<file path="config.mk">
export PLATFORM = sky130hd
export DESIGN_NAME = run_length_pair_encoder_top
export DESIGN_NICKNAME = d
export VERILOG_FILES = /design/src/design/rlpe_pkg.sv /design/src/design/rlpe_front.sv /design/src/design/rlpe_queue.sv /design/src/design/rlpe_back.sv /design/src/design/run_length_pair_encoder_top.sv
export SDC_FILE = /design/constraint.sdc
export NUM_CORES = 1
export LEC_CHECK = 0
export BUFFER_PORTS_ARGS = -buffer_cell sky130_fd_sc_hd__buf_2
export CAP_MARGIN = 20
export CORE_MARGIN = 2
export CORE_UTILIZATION = 49
export DETAILED_ROUTE_END_ITERATION = 6
export GPL_TIMING_DRIVEN = 0
export HOLD_SLACK_MARGIN = 0.1
export PLACE_DENSITY = 0.66
export SETUP_SLACK_MARGIN = 0.4
export SLEW_MARGIN = 30
export SYNTH_ARGS = -nofsm -noshare
export SYNTH_HDL_FRONTEND = slang
export SYNTH_HIERARCHICAL = 1
export SYNTH_SLANG_ARGS = --single-unit
</file>
<file path="constraint.sdc">
create_clock -name clk -period 7.8 [get_ports clk]
set_input_delay 0 -clock clk [delete_from_list [all_inputs] [get_ports clk]]
set_output_delay 0 -clock clk [all_outputs]
set_load 0.05 [all_outputs]
</file>
<file path="src/design/rlpe_pkg.sv">
// shared types and constants of the run length pair encoder
package rlpe_pkg;

	localparam int MAX_RUN = 256;
	localparam int RUN_LEN_W = $clog2(MAX_RUN + 1);
	localparam int BYTE_W = 8;
	localparam int LIMIT_W = 16;
	localparam int BW_W = 17;

	localparam int QDEPTH = 4;
	localparam int QPTR_W = $clog2(QDEPTH);
	localparam int QCNT_W = $clog2(QDEPTH + 1);

	typedef struct packed {
		logic              overflow;
		logic              last_pair;
		logic [BYTE_W-1:0] pair_value;
		logic [BYTE_W-1:0] count_minus_one;
	} result_t;

	// one queue entry: the results caused by one item, first in r0
	typedef struct packed {
		logic    two;
		result_t r1;
		result_t r0;
	} entry_t;

	typedef struct packed {
		logic full;
		logic empty;
	} q_status_t;

	localparam result_t OVF_RESULT = '{overflow: 1'b1, last_pair: 1'b1,
		pair_value: '0, count_minus_one: '0};

endpackage

</file>
<file path="src/design/rlpe_front.sv">
// front end: run tracking, output byte accounting and result classification
module rlpe_front (
	input  logic                            clk,
	input  logic                            arst_n,
	input  logic                            accept,
	input  logic [rlpe_pkg::BYTE_W-1:0]     data_byte,
	input  logic                            last_byte,
	input  logic                            cfg_we,
	input  logic [rlpe_pkg::LIMIT_W-1:0]    cfg_limit,
	output logic                            push,
	output rlpe_pkg::entry_t                push_entry
);

	logic [rlpe_pkg::BYTE_W-1:0]    run_byte_q;
	logic [rlpe_pkg::RUN_LEN_W-1:0] run_len_q;
	logic [rlpe_pkg::BW_W-1:0]      bw_q;
	logic                           failed_q;
	logic [rlpe_pkg::LIMIT_W-1:0]   limit_q;

	logic                           close;
	logic                           ov1;
	logic                           ov2;
	logic [rlpe_pkg::BW_W-1:0]      bw_mid;
	logic [rlpe_pkg::RUN_LEN_W-1:0] len_mid;
	logic [rlpe_pkg::BYTE_W-1:0]    byte_mid;
	logic                           new_run;
	rlpe_pkg::result_t              closed_pair;
	rlpe_pkg::result_t              final_res;

	always_comb begin
		close = (run_len_q != '0) && ((data_byte != run_byte_q) ||
			(run_len_q >= rlpe_pkg::RUN_LEN_W'(rlpe_pkg::MAX_RUN)));
		ov1 = ({1'b0, bw_q} + (rlpe_pkg::BW_W+1)'(2)) >
			(rlpe_pkg::BW_W+1)'(limit_q);
		bw_mid = close ? rlpe_pkg::BW_W'(bw_q + rlpe_pkg::BW_W'(2)) : bw_q;
		new_run = close || (run_len_q == '0);
		len_mid = new_run ? rlpe_pkg::RUN_LEN_W'(1) :
			rlpe_pkg::RUN_LEN_W'(run_len_q + rlpe_pkg::RUN_LEN_W'(1));
		byte_mid = new_run ? data_byte : run_byte_q;
		ov2 = ({1'b0, bw_mid} + (rlpe_pkg::BW_W+1)'(2)) >
			(rlpe_pkg::BW_W+1)'(limit_q);

		closed_pair.overflow = 1'b0;
		closed_pair.last_pair = 1'b0;
		closed_pair.pair_value = run_byte_q;
		closed_pair.count_minus_one =
			rlpe_pkg::BYTE_W'(run_len_q - rlpe_pkg::RUN_LEN_W'(1));

		if (ov2) begin
			final_res = rlpe_pkg::OVF_RESULT;
		end else begin
			final_res.overflow = 1'b0;
			final_res.last_pair = 1'b1;
			final_res.pair_value = byte_mid;
			final_res.count_minus_one =
				rlpe_pkg::BYTE_W'(len_mid - rlpe_pkg::RUN_LEN_W'(1));
		end

		push = 1'b0;
		push_entry.two = 1'b0;
		push_entry.r0 = closed_pair;
		push_entry.r1 = final_res;
		if (accept && !failed_q) begin
			if (close && ov1) begin
				push = 1'b1;
				push_entry.r0 = rlpe_pkg::OVF_RESULT;
			end else if (close) begin
				push = 1'b1;
				push_entry.two = last_byte;
			end else if (last_byte) begin
				push = 1'b1;
				push_entry.r0 = final_res;
			end
		end
	end

	always_ff @(posedge clk or negedge arst_n) begin
		if (!arst_n) begin
			limit_q <= '1;
		end else if (cfg_we) begin
			limit_q <= cfg_limit;
		end
	end

	always_ff @(posedge clk or negedge arst_n) begin
		if (!arst_n) begin
			run_byte_q <= '0;
			run_len_q <= '0;
			bw_q <= '0;
			failed_q <= 1'b0;
		end else if (accept) begin
			if (last_byte) begin
				// packet ends: normal, overflowed or swallowed
				run_byte_q <= '0;
				run_len_q <= '0;
				bw_q <= '0;
				failed_q <= 1'b0;
			end else if (!failed_q) begin
				if (close && ov1) begin
					failed_q <= 1'b1;
				end else begin
					run_byte_q <= byte_mid;
					run_len_q <= len_mid;
					bw_q <= bw_mid;
				end
			end
		end
	end

endmodule

</file>
<file path="src/design/rlpe_queue.sv">
// small entry queue between front and back end
module rlpe_queue (
	input  logic                clk,
	input  logic                arst_n,
	input  logic                push,
	input  rlpe_pkg::entry_t    push_entry,
	input  logic                pop,
	output rlpe_pkg::entry_t    head,
	output rlpe_pkg::q_status_t status
);

	rlpe_pkg::entry_t            entries_q [rlpe_pkg::QDEPTH];
	logic [rlpe_pkg::QPTR_W-1:0] wr_q;
	logic [rlpe_pkg::QPTR_W-1:0] rd_q;
	logic [rlpe_pkg::QCNT_W-1:0] cnt_q;

	assign head = entries_q[rd_q];
	assign status.full = (cnt_q == rlpe_pkg::QCNT_W'(rlpe_pkg::QDEPTH));
	assign status.empty = (cnt_q == '0);

	always_ff @(posedge clk) begin
		if (push) begin
			entries_q[wr_q] <= push_entry;
		end
	end

	always_ff @(posedge clk or negedge arst_n) begin
		if (!arst_n) begin
			wr_q <= '0;
			rd_q <= '0;
			cnt_q <= '0;
		end else begin
			if (push) begin
				wr_q <= wr_q + rlpe_pkg::QPTR_W'(1);
			end
			if (pop) begin
				rd_q <= rd_q + rlpe_pkg::QPTR_W'(1);
			end
			if (push && !pop) begin
				cnt_q <= cnt_q + rlpe_pkg::QCNT_W'(1);
			end else if (pop && !push) begin
				cnt_q <= cnt_q - rlpe_pkg::QCNT_W'(1);
			end
		end
	end

endmodule

</file>
<file path="src/design/rlpe_back.sv">
// back end: output register that plays out one or two results per entry
module rlpe_back (
	input  logic                clk,
	input  logic                arst_n,
	input  rlpe_pkg::q_status_t q_status,
	input  rlpe_pkg::entry_t    q_head,
	output logic                pop,
	output logic                out_valid,
	input  logic                out_ready,
	output rlpe_pkg::result_t   out_result
);

	rlpe_pkg::entry_t ent_q;
	logic             valid_q;
	logic             sel_q;
	logic             fire;
	logic             done;

	assign fire = valid_q && out_ready;
	assign done = !ent_q.two || sel_q;
	assign pop = !q_status.empty && (!valid_q || (fire && done));
	assign out_valid = valid_q;
	assign out_result = sel_q ? ent_q.r1 : ent_q.r0;

	always_ff @(posedge clk) begin
		if (pop) begin
			ent_q <= q_head;
		end
	end

	always_ff @(posedge clk or negedge arst_n) begin
		if (!arst_n) begin
			valid_q <= 1'b0;
			sel_q <= 1'b0;
		end else if (pop) begin
			valid_q <= 1'b1;
			sel_q <= 1'b0;
		end else if (fire) begin
			if (done) begin
				valid_q <= 1'b0;
				sel_q <= 1'b0;
			end else begin
				sel_q <= 1'b1;
			end
		end
	end

endmodule

</file>
<file path="src/design/run_length_pair_encoder_top.sv">
// top level of the run length pair encoder
//
// channel   dir  handshake          payload
// s_*       in   s_tvalid/s_tready  tdata[7:0] data byte, tlast last byte
// m_*       out  m_tvalid/m_tready  tdata count-1 and value, tlast last pair, tuser overflow
// cfg_*     in   cfg_valid/cfg_ready cfg_data output limit in bytes
//
// one input item per cycle while the queue is not full; the front end updates the run, the byte count and
// the limit check in the accepting cycle and queues the item's results
// a last byte that also closes a run yields two results, which the output
// register plays out one after the other; the 4-entry queue absorbs these
// s_tready drops only while the queue is full, so a stalled output side
// backs up into the input once the output register and all four queue entries hold results
// reset clears run state and the queue, sets the limit to 65535; no clearing pass
module run_length_pair_encoder_top (
	input  logic        clk,
	input  logic        arst_n,
	// input byte stream
	input  logic        s_tvalid,
	output logic        s_tready,
	input  logic [7:0]  s_tdata,   // [7:0] data_byte
	input  logic        s_tlast,   // last_byte
	// result stream
	output logic        m_tvalid,
	input  logic        m_tready,
	output logic [15:0] m_tdata,   // [7:0] count_minus_one, [15:8] pair_value
	output logic        m_tlast,   // last_pair
	output logic        m_tuser,   // overflow
	// limit register write
	input  logic        cfg_valid,
	output logic        cfg_ready,
	input  logic [15:0] cfg_data
);

	logic                accept;
	logic                push;
	logic                pop;
	rlpe_pkg::entry_t    push_entry;
	rlpe_pkg::entry_t    q_head;
	rlpe_pkg::q_status_t q_status;
	rlpe_pkg::result_t   out_result;

	// the limit register takes writes in any cycle
	assign cfg_ready = 1'b1;
	// one entry slot covers every result an item can cause
	assign s_tready = !q_status.full;
	assign accept = s_tvalid && s_tready;

	rlpe_front u_front (
		.clk        (clk),
		.arst_n     (arst_n),
		.accept     (accept),
		.data_byte  (s_tdata),
		.last_byte  (s_tlast),
		.cfg_we     (cfg_valid),
		.cfg_limit  (cfg_data),
		.push       (push),
		.push_entry (push_entry)
	);

	rlpe_queue u_queue (
		.clk        (clk),
		.arst_n     (arst_n),
		.push       (push),
		.push_entry (push_entry),
		.pop        (pop),
		.head       (q_head),
		.status     (q_status)
	);

	rlpe_back u_back (
		.clk        (clk),
		.arst_n     (arst_n),
		.q_status   (q_status),
		.q_head     (q_head),
		.pop        (pop),
		.out_valid  (m_tvalid),
		.out_ready  (m_tready),
		.out_result (out_result)
	);

	// pack result fields onto the stream
	assign m_tdata = {out_result.pair_value, out_result.count_minus_one};
	assign m_tlast = out_result.last_pair;
	assign m_tuser = out_result.overflow;

`ifndef SYNTHESIS
	// the front end never writes into a full queue
	a_no_push_full: assert property (@(posedge clk) disable iff (!arst_n)
		push |-> !q_status.full)
		else $error("push into full queue");

	// an overflow result ends the packet and carries no pair
	a_ovf_last: assert property (@(posedge clk) disable iff (!arst_n)
		(m_tvalid && m_tuser) |-> (m_tlast && (m_tdata == 16'd0)))
		else $error("malformed overflow result");

	// the back end only pops an entry that is there
	a_pop_needs_entry: assert property (@(posedge clk) disable iff (!arst_n)
		pop |-> !q_status.empty)
		else $error("pop from empty queue");
`endif

endmodule

</file>
==> flow_summary.yaml, run 1 <==
layout:
  final_layout_size_suffix_gt1_share_pct: 20.00
  fin_cells: 1414
  fin_area_mm2: 0.01435
  multi_input_area_mm2: 0.004785
  num-fill-cells: 1994
  utilization_pct: 58.83
  regArea_mm2: 0.007052
  diodes: 0
  area_growth_pct: 17.80
  fin_nets: 1142
clock_tree:
  cts_max_level: 1
  tritoncts: "built"
  clock_latency_ps: 530
  cts-root-buf: "clkbuf_16"
  clk_pin_slew_ps: 60
  cts_buffers: 26
  clock-sinks: 244
  cts_buffer_depth: 3
critical_path:
  r2r_slack_ps: 980
  critical_path_peak_fanout: 12
  crit_path_cell_trace: "clkbuf_1, inv_1, ha_1, nor4b_1, and2_1, buf_2, nor2_2, clkbuf_2, xnor2_1, ha_1, and2_1, o221ai_1, nor4_1, nor2_1, ha_1, a211o_1, o211ai_1, a21oi_1, a2111oi_2, o211ai_1, a31oi_1, a31o_2, inv_2, nor3_1"
  cp-startpoint: "u_front/run_len_q[0]$_DFFE_PN0P_"
  slowest_delay_ps: 470
  required_ps: 8090
  crit_buf_inv: 5
  path_class: "flop to flop"
  r2r_start: "u_front/run_len_q[0]$_DFFE_PN0P_"
  cpMostUsedCell: "ha_1"
  endpoint_kind: "flop"
  critPathTopFamily: "simple AND/OR/NAND/NOR gates"
  cp_slowest_cell: "a2111oi_2"
  worst_setup_path_start_kind: "flop"
  arrival_ps: 7110
global_route:
  grt_pass1_vias: 8142
  grt_max_degree: 38
  grt.overflow.total: 0
  grt_usage_pct: 21.67
  grt_pass1_wl_mm: 44.18
  antenna_found_initial: 0
sta:
  finalSetupViolCount: 0
  rsz0062_at_grt: "false"
  finalHoldViolCount: 0
  period_needed_ps: 6823
  slew_viol_final: 0
  post-route-period-util_pct: 87.48
  worst_pin_slew_ps: 845.3
  maxSlewHeadroom_pct: 43.13
  fin_skew_ps: 15.07
  fmax_mhz: 146.6
job:
  maxCapViolCount: 0
synth:
  async_flop_share_pct: 24.18
  yosysSeqAreaShare_pct: 57.89
  yosysTopAreaCell: "edfxtp_1"
  yosys-top-cells-count: "185 x edfxtp_1, 100 x nand2_1, 50 x o21ai_0"
  synth_top_area_share_pct: 45.60
  synthCells: 928
  synth_fp_nets: 1000
  yosys_register_bits: 244
  synth_ff_type: "edfxtp_1"
  synth_area_mm2: 0.01218
  yosysMostFrequentCell: "edfxtp_1"
  synth-edff-count: 185
  syn_area_per_cell_um2: 13.13
  synthTopCellsByArea: "edfxtp_1 46%, dfrtp_1 8.8%, mux4_2 6.8%"
  synth_cell_types: 82
  ys.warnings.count: 6
min_path:
  hold_path_class: "input pin to asynchronous set/reset pin"
placed_design:
  port-buffer-count: 49
  placedCellCount: 1304
  placed_area_mm2: 0.01292
  dp_hpwl_mm: 18.80
  place_congestion: 0.9371
die:
  dieArea_mm2: 0.02614
  core_area_mm2: 0.02439
  io_pins: 51
  initial_core_util_pct: 49.94
  chipHeight_um: 161.7
  rows: 57
  die_w_um: 161.7
route:
  antenna_left: 0
  drc: 0
  num_vias: 8133
  viasPerCell: 5.752
  drt_iter0_markers: 677
  wl_per_cell_um: 19.72
  detail_route.first_pass.iterations: 5
  wirelength_mm: 27.89
power:
  peakVddDrop_mv: 0.1929
  leakagePower_nw: 5.237
  powerDensity_mw_per_mm2: 314.8
run_status:
  outcome: "complete, no violations"
## registers in the layout (all words and copies together), names as in the netlist
name	flops
u_queue/entries_q	148
u_back/ent_q	37
u_front/bw_q	16
u_front/limit_q	16
u_front/run_len_q	9
u_front/run_byte_q	8
u_queue/cnt_q	3
u_queue/rd_q	2
u_queue/wr_q	2
u_back/out_valid	1
u_back/sel_q	1
u_front/failed_q	1
## what timing repair did
item                                   4_1_cts  5_1_grt
setup endpoints to repair                   76       40
endpoints found under the hold margin      162        0
hold buffers                                60        0
setup buffers                                0        2
gates resized for setup                      5        4
cloned                                       0        0
## path summary, 6_finish.rpt
path / to / cells after the start
worst max-delay path: u_queue/entries_q[0][21]$_DFFE_PP_ / 24
worst min-delay path: u_front/limit_q[10]$_DFFE_PN1P_ / 2
worst max register to register: u_queue/entries_q[0][21]$_DFFE_PP_ / 24
worst min register to register: u_queue/cnt_q[2]$_DFFE_PN0P_ / 1
max in group asynchronous: u_queue/cnt_q[1]$_DFFE_PN0P_ / 3
min in group clk: u_back/sel_q$_DFFE_PN0P_ / 4
## cell type report
type	instances	area share [%]
plain buffers	48	1.936
clock buffers	39	5.022
clock inverters	9	0.3662
inverters	35	0.9155
multi-input cells	601	33.34
flip-flops and latches	244	49.14
well taps	324	2.825
repair buffers	114	6.452
## per-stage QoR
step | TNS [ps] | total power [mW] | setup WS, ps | hold WS [ps]
finish | 0 | 4.517 | 976.6 | 151.4
global route | 0 | 4.745 | 438.8 | 167.9
CTS | 0 | 4.558 | 482.3 | 150.0
detailed placement | -4109 | 3.390 | -289.7 | -38.27
global placement | -3210 | 3.342 | -226.2 | 209.6
floorplan | 0 | 2.979 | 2248 | -295.6
## placed cells by master (no fill, tap or decap), drive strengths merged, types with 6 or more instances in the layout
master	count
dfstp	16
inv	37
nor3	18
a21oi	24
xnor2	43
o31ai	7
o21ai	59
buf	84
dfrtp	43
and2	23
nand2b	7
dlygate4sd3	60
nand2	101
xor2	17
nor2	40
and3	6
nand4	12
mux2	20
o21a	8
clkbuf	57
ha	41
edfxtp	185
a22o	9
nand3	18
mux4	37
nor4	15
## logic make-up (layout without fill, tap and decap cells)
kind of cell               count (synthesis)  count (layout)  synth area share, %
other                                      2               2              0.06165
muxes                                     61              61                9.295
DFF                                      244             244                57.89
xor gates and xnor gates                  60              60                4.314
and+or+nand+nor                          270             270                11.41
adders and majority gates                 42              42                4.376
AOI/OAI and AO/OA                        166             166                9.306
buffers and inverters                     83             245                3.348
## per-layer routing
| layer | vias to the layer above | wire length, um | GRT usage (%) |
|---|---|---|---|
| li1 | 3792 | - | - |
| met4 | 0 | 576 | 6.275 |
| met2 | 221 | 13760 | 37.08 |
| met1 | 4074 | 12090 | 29.10 |
| met3 | 46 | 1468 | 3.192 |
| met5 | - | 0 | 0 |
## worst reg2reg max path, stage by stage (launching register included)
cell and delay, ps:
dfrtp_1 350, clkbuf_1 400, inv_1 160, ha_1 250
nor4b_1 160, and2_1 230, buf_2 240, nor2_2 440
clkbuf_2 370, xnor2_1 190, ha_1 360, and2_1 180
o221ai_1 120, nor4_1 400, nor2_1 170, ha_1 330
a211o_1 260, o211ai_1 80, a21oi_1 120, a2111oi_2 470
o211ai_1 200, a31oi_1 180, a31o_2 330, inv_2 190
nor3_1 400
## power breakdown
part | switching [mW] | total [mW] | internal [mW] | leakage, nW
Combinational | 0.949 | 1.54 | 0.593 | 2.49
Sequential | 0.0883 | 1.85 | 1.76 | 2.38
Clock | 0.484 | 1.12 | 0.639 | 0.366
Total | 1.52 | 4.52 | 3.00 | 5.24
(Power assumes the default switching activity.)
==> inputs of run 2 (changes only) <==
PLACE_DENSITY = 0.71   (was 0.66)
==> run 2 against run 1 <==
Setup slack lost 150 ps; clock-buffer cell count decreased by 12; largest cell class unchanged; total power hardly changed; critical path depth did not move; register-to-register slack got worse by 150 ps.
==> flow_summary.yaml, run 2 (synthesis results as in run 1) <==
run_status:
  outcome: "complete, no violations"
placed_design:
  dp_hpwl_mm: 18.50
  place_congestion: 0.9330
  placed_area_mm2: 0.01289
  port-buffer-count: 49
critical_path:
  arrival_ps: 7220
  critPathTopFamily: "simple AND/OR/NAND/NOR gates"
  critical_path_peak_fanout: 12
  cp_slowest_cell: "a2111oi_2"
  cpMostUsedCell: "ha_1"
  path_class: "flop to flop"
  required_ps: 8050
  endpoint_kind: "flop"
  crit_path_cell_trace: "clkbuf_1, inv_1, ha_1, nor4b_1, and2_1, buf_2, nor2_2, clkbuf_2, xnor2_1, ha_1, and2_1, o221ai_1, nor4_1, nor2_1, ha_1, a211o_1, o211ai_1, a21oi_1, a2111oi_2, o211ai_1, a31oi_1, a31o_2, inv_2, nor3_1"
  slowest_delay_ps: 550
  crit_buf_inv: 5
  worst_setup_path_start_kind: "flop"
sta:
  maxSlewHeadroom_pct: 33.16
  fmax_mhz: 143.5
  slew_viol_final: 0
  finalHoldViolCount: 0
  post-route-period-util_pct: 89.34
  period_needed_ps: 6969
  rsz0062_at_grt: "false"
  finalSetupViolCount: 0
  worst_pin_slew_ps: 993.4
  fin_hold_ws_ps: 124.2
  fin_skew_ps: 8.318
layout:
  reg.largest.list: "u_queue/entries_q x148, u_back/ent_q x37"
  area_growth_pct: 17.39
  fin_nets: 1139
  top_register: "u_queue/entries_q"
  mostFrequentLayoutCells: "185 x edfxtp_1, 100 x nand2_1, 61 x buf_2"
  final_common_cell: "edfxtp_1"
  fin_area_mm2: 0.01430
  final_layout_size_suffix_gt1_share_pct: 20.33
  largest_reg_flops: 148
  diodes: 0
  utilization_pct: 58.63
global_route:
  grt_usage_pct: 21.46
  grt_max_degree: 60
  grt.overflow.total: 0
  grt_pass1_wl_mm: 44.08
  antenna_found_initial: 0
  grt_pass1_vias: 8053
die:
  core_area_mm2: 0.02439
  dieArea_mm2: 0.02614
  rows: 57
  initial_core_util_pct: 49.94
  chipHeight_um: 161.7
  die_w_um: 161.7
  io_pins: 51
clock_tree:
  tritoncts: "built"
  cts_max_level: 1
  clock-sinks: 244
  cts-root-buf: "clkbuf_16"
  clk_pin_slew_ps: 60
  clock_latency_ps: 520
  cts_buffers: 25
  cts_buffer_depth: 3
route:
  antenna_left: 0
  viasPerCell: 5.710
  num_vias: 8028
  detail_route.first_pass.iterations: 5
  wl_per_cell_um: 19.64
  wirelength_mm: 27.62
  drc: 0
  drt_iter0_markers: 663
power:
  leakagePower_nw: 5.225
  total_power_mw: 4.516
  peakVddDrop_mv: 0.1755
  powerDensity_mw_per_mm2: 315.8
job:
  maxCapViolCount: 0
min_path:
  hold_path_class: "input pin to asynchronous set/reset pin"
-- run 2: cell types whose count changed in the layout (fill, tap and decap cells not counted), moves of 2 or more --
cell	previous run	this run
clkbuf_16	27	25
bufinv_16	0	2
clkinv_2	1	3
clkbuf_1	29	19
inv_6	2	4
-- run 2: path summary, 6_finish.rpt --
check                           slack, ps                                  to                              from  cells past startpoint
worst max-delay path                  830  u_queue/entries_q[1][25]$_DFFE_PP_  u_front/run_len_q[0]$_DFFE_PN0P_                     24
worst min-delay path                  120         u_front/bw_q[9]$_DFFE_PN0P_                            arst_n                      2
worst max register to register        830  u_queue/entries_q[1][25]$_DFFE_PP_  u_front/run_len_q[0]$_DFFE_PN0P_                     24
worst min register to register        500        u_queue/cnt_q[2]$_DFFE_PN0P_      u_queue/cnt_q[2]$_DFFE_PN0P_                      1
max in group asynchronous            7140        u_queue/cnt_q[1]$_DFFE_PN0P_                            arst_n                      2
min in group clk                      320   u_front/run_byte_q[1]$_DFFE_PN0P_                        s_tdata[1]                      3
-- run 2: metal layers --
metal | GRT usage (%) | up-vias | wire [um]
met2 | 36.67 | 233 | 13880
met4 | 6.315 | 0 | 554
met1 | 29.14 | 3977 | 11780
met5 | 0 | - | 0
met3 | 2.681 | 43 | 1404
li1 | - | 3775 | -
-- run 2: layout make-up --
| type | count | area [um2] |
|---|---|---|
| fill | 1972 | 10090 |
| sequential | 244 | 7052 |
| multi-input combinational | 601 | 4773 |
| timing repair buffer | 112 | 883.3 |
| clock buffer | 27 | 633.1 |
| tap | 324 | 405.4 |
| buffer | 48 | 277.8 |
| clock inverter | 15 | 143.9 |
| inverter | 35 | 131.4 |
-- run 2: stage by stage --
stage / setup slack [ps] / instances / TNS, ps
finish: 831.2 / 1406 / 0
global route: 492.6 / 1406 / 0
CTS: 520.8 / 1404 / 0
detailed placement: -60.39 / 1303 / -251.1
global placement: -188.3 / 1301 / -3206
floorplan: 2248 / 928 / 0
-- run 2: report_power, final --
group          leakage [nW]  switching, mW  internal [mW]
clock                 0.374          0.486          0.655
sequential             2.38         0.0894           1.76
combinational          2.47          0.935          0.587
-- run 2: worst reg2reg max path, cell delays in order, from the launching register on --
cell,delay (ps)
dfrtp_1,340
clkbuf_1,380
inv_1,150
ha_1,250
nor4b_1,160
and2_1,220
buf_2,220
nor2_2,410
clkbuf_2,350
xnor2_1,190
ha_1,320
and2_1,160
o221ai_1,100
nor4_1,510
nor2_1,190
ha_1,340
a211o_1,260
o211ai_1,90
a21oi_1,130
a2111oi_2,550
o211ai_1,180
a31oi_1,200
a31o_2,350
inv_2,190
nor3_1,490
-- run 2: repair_timing --
item / 4_1_cts / 5_1_grt
endpoints found under the hold margin: 168 / 0
resized for setup: 3 / 4
setup buffers: 0 / 2
hold buffers: 59 / 0
endpoints found under the setup margin: 28 / 36
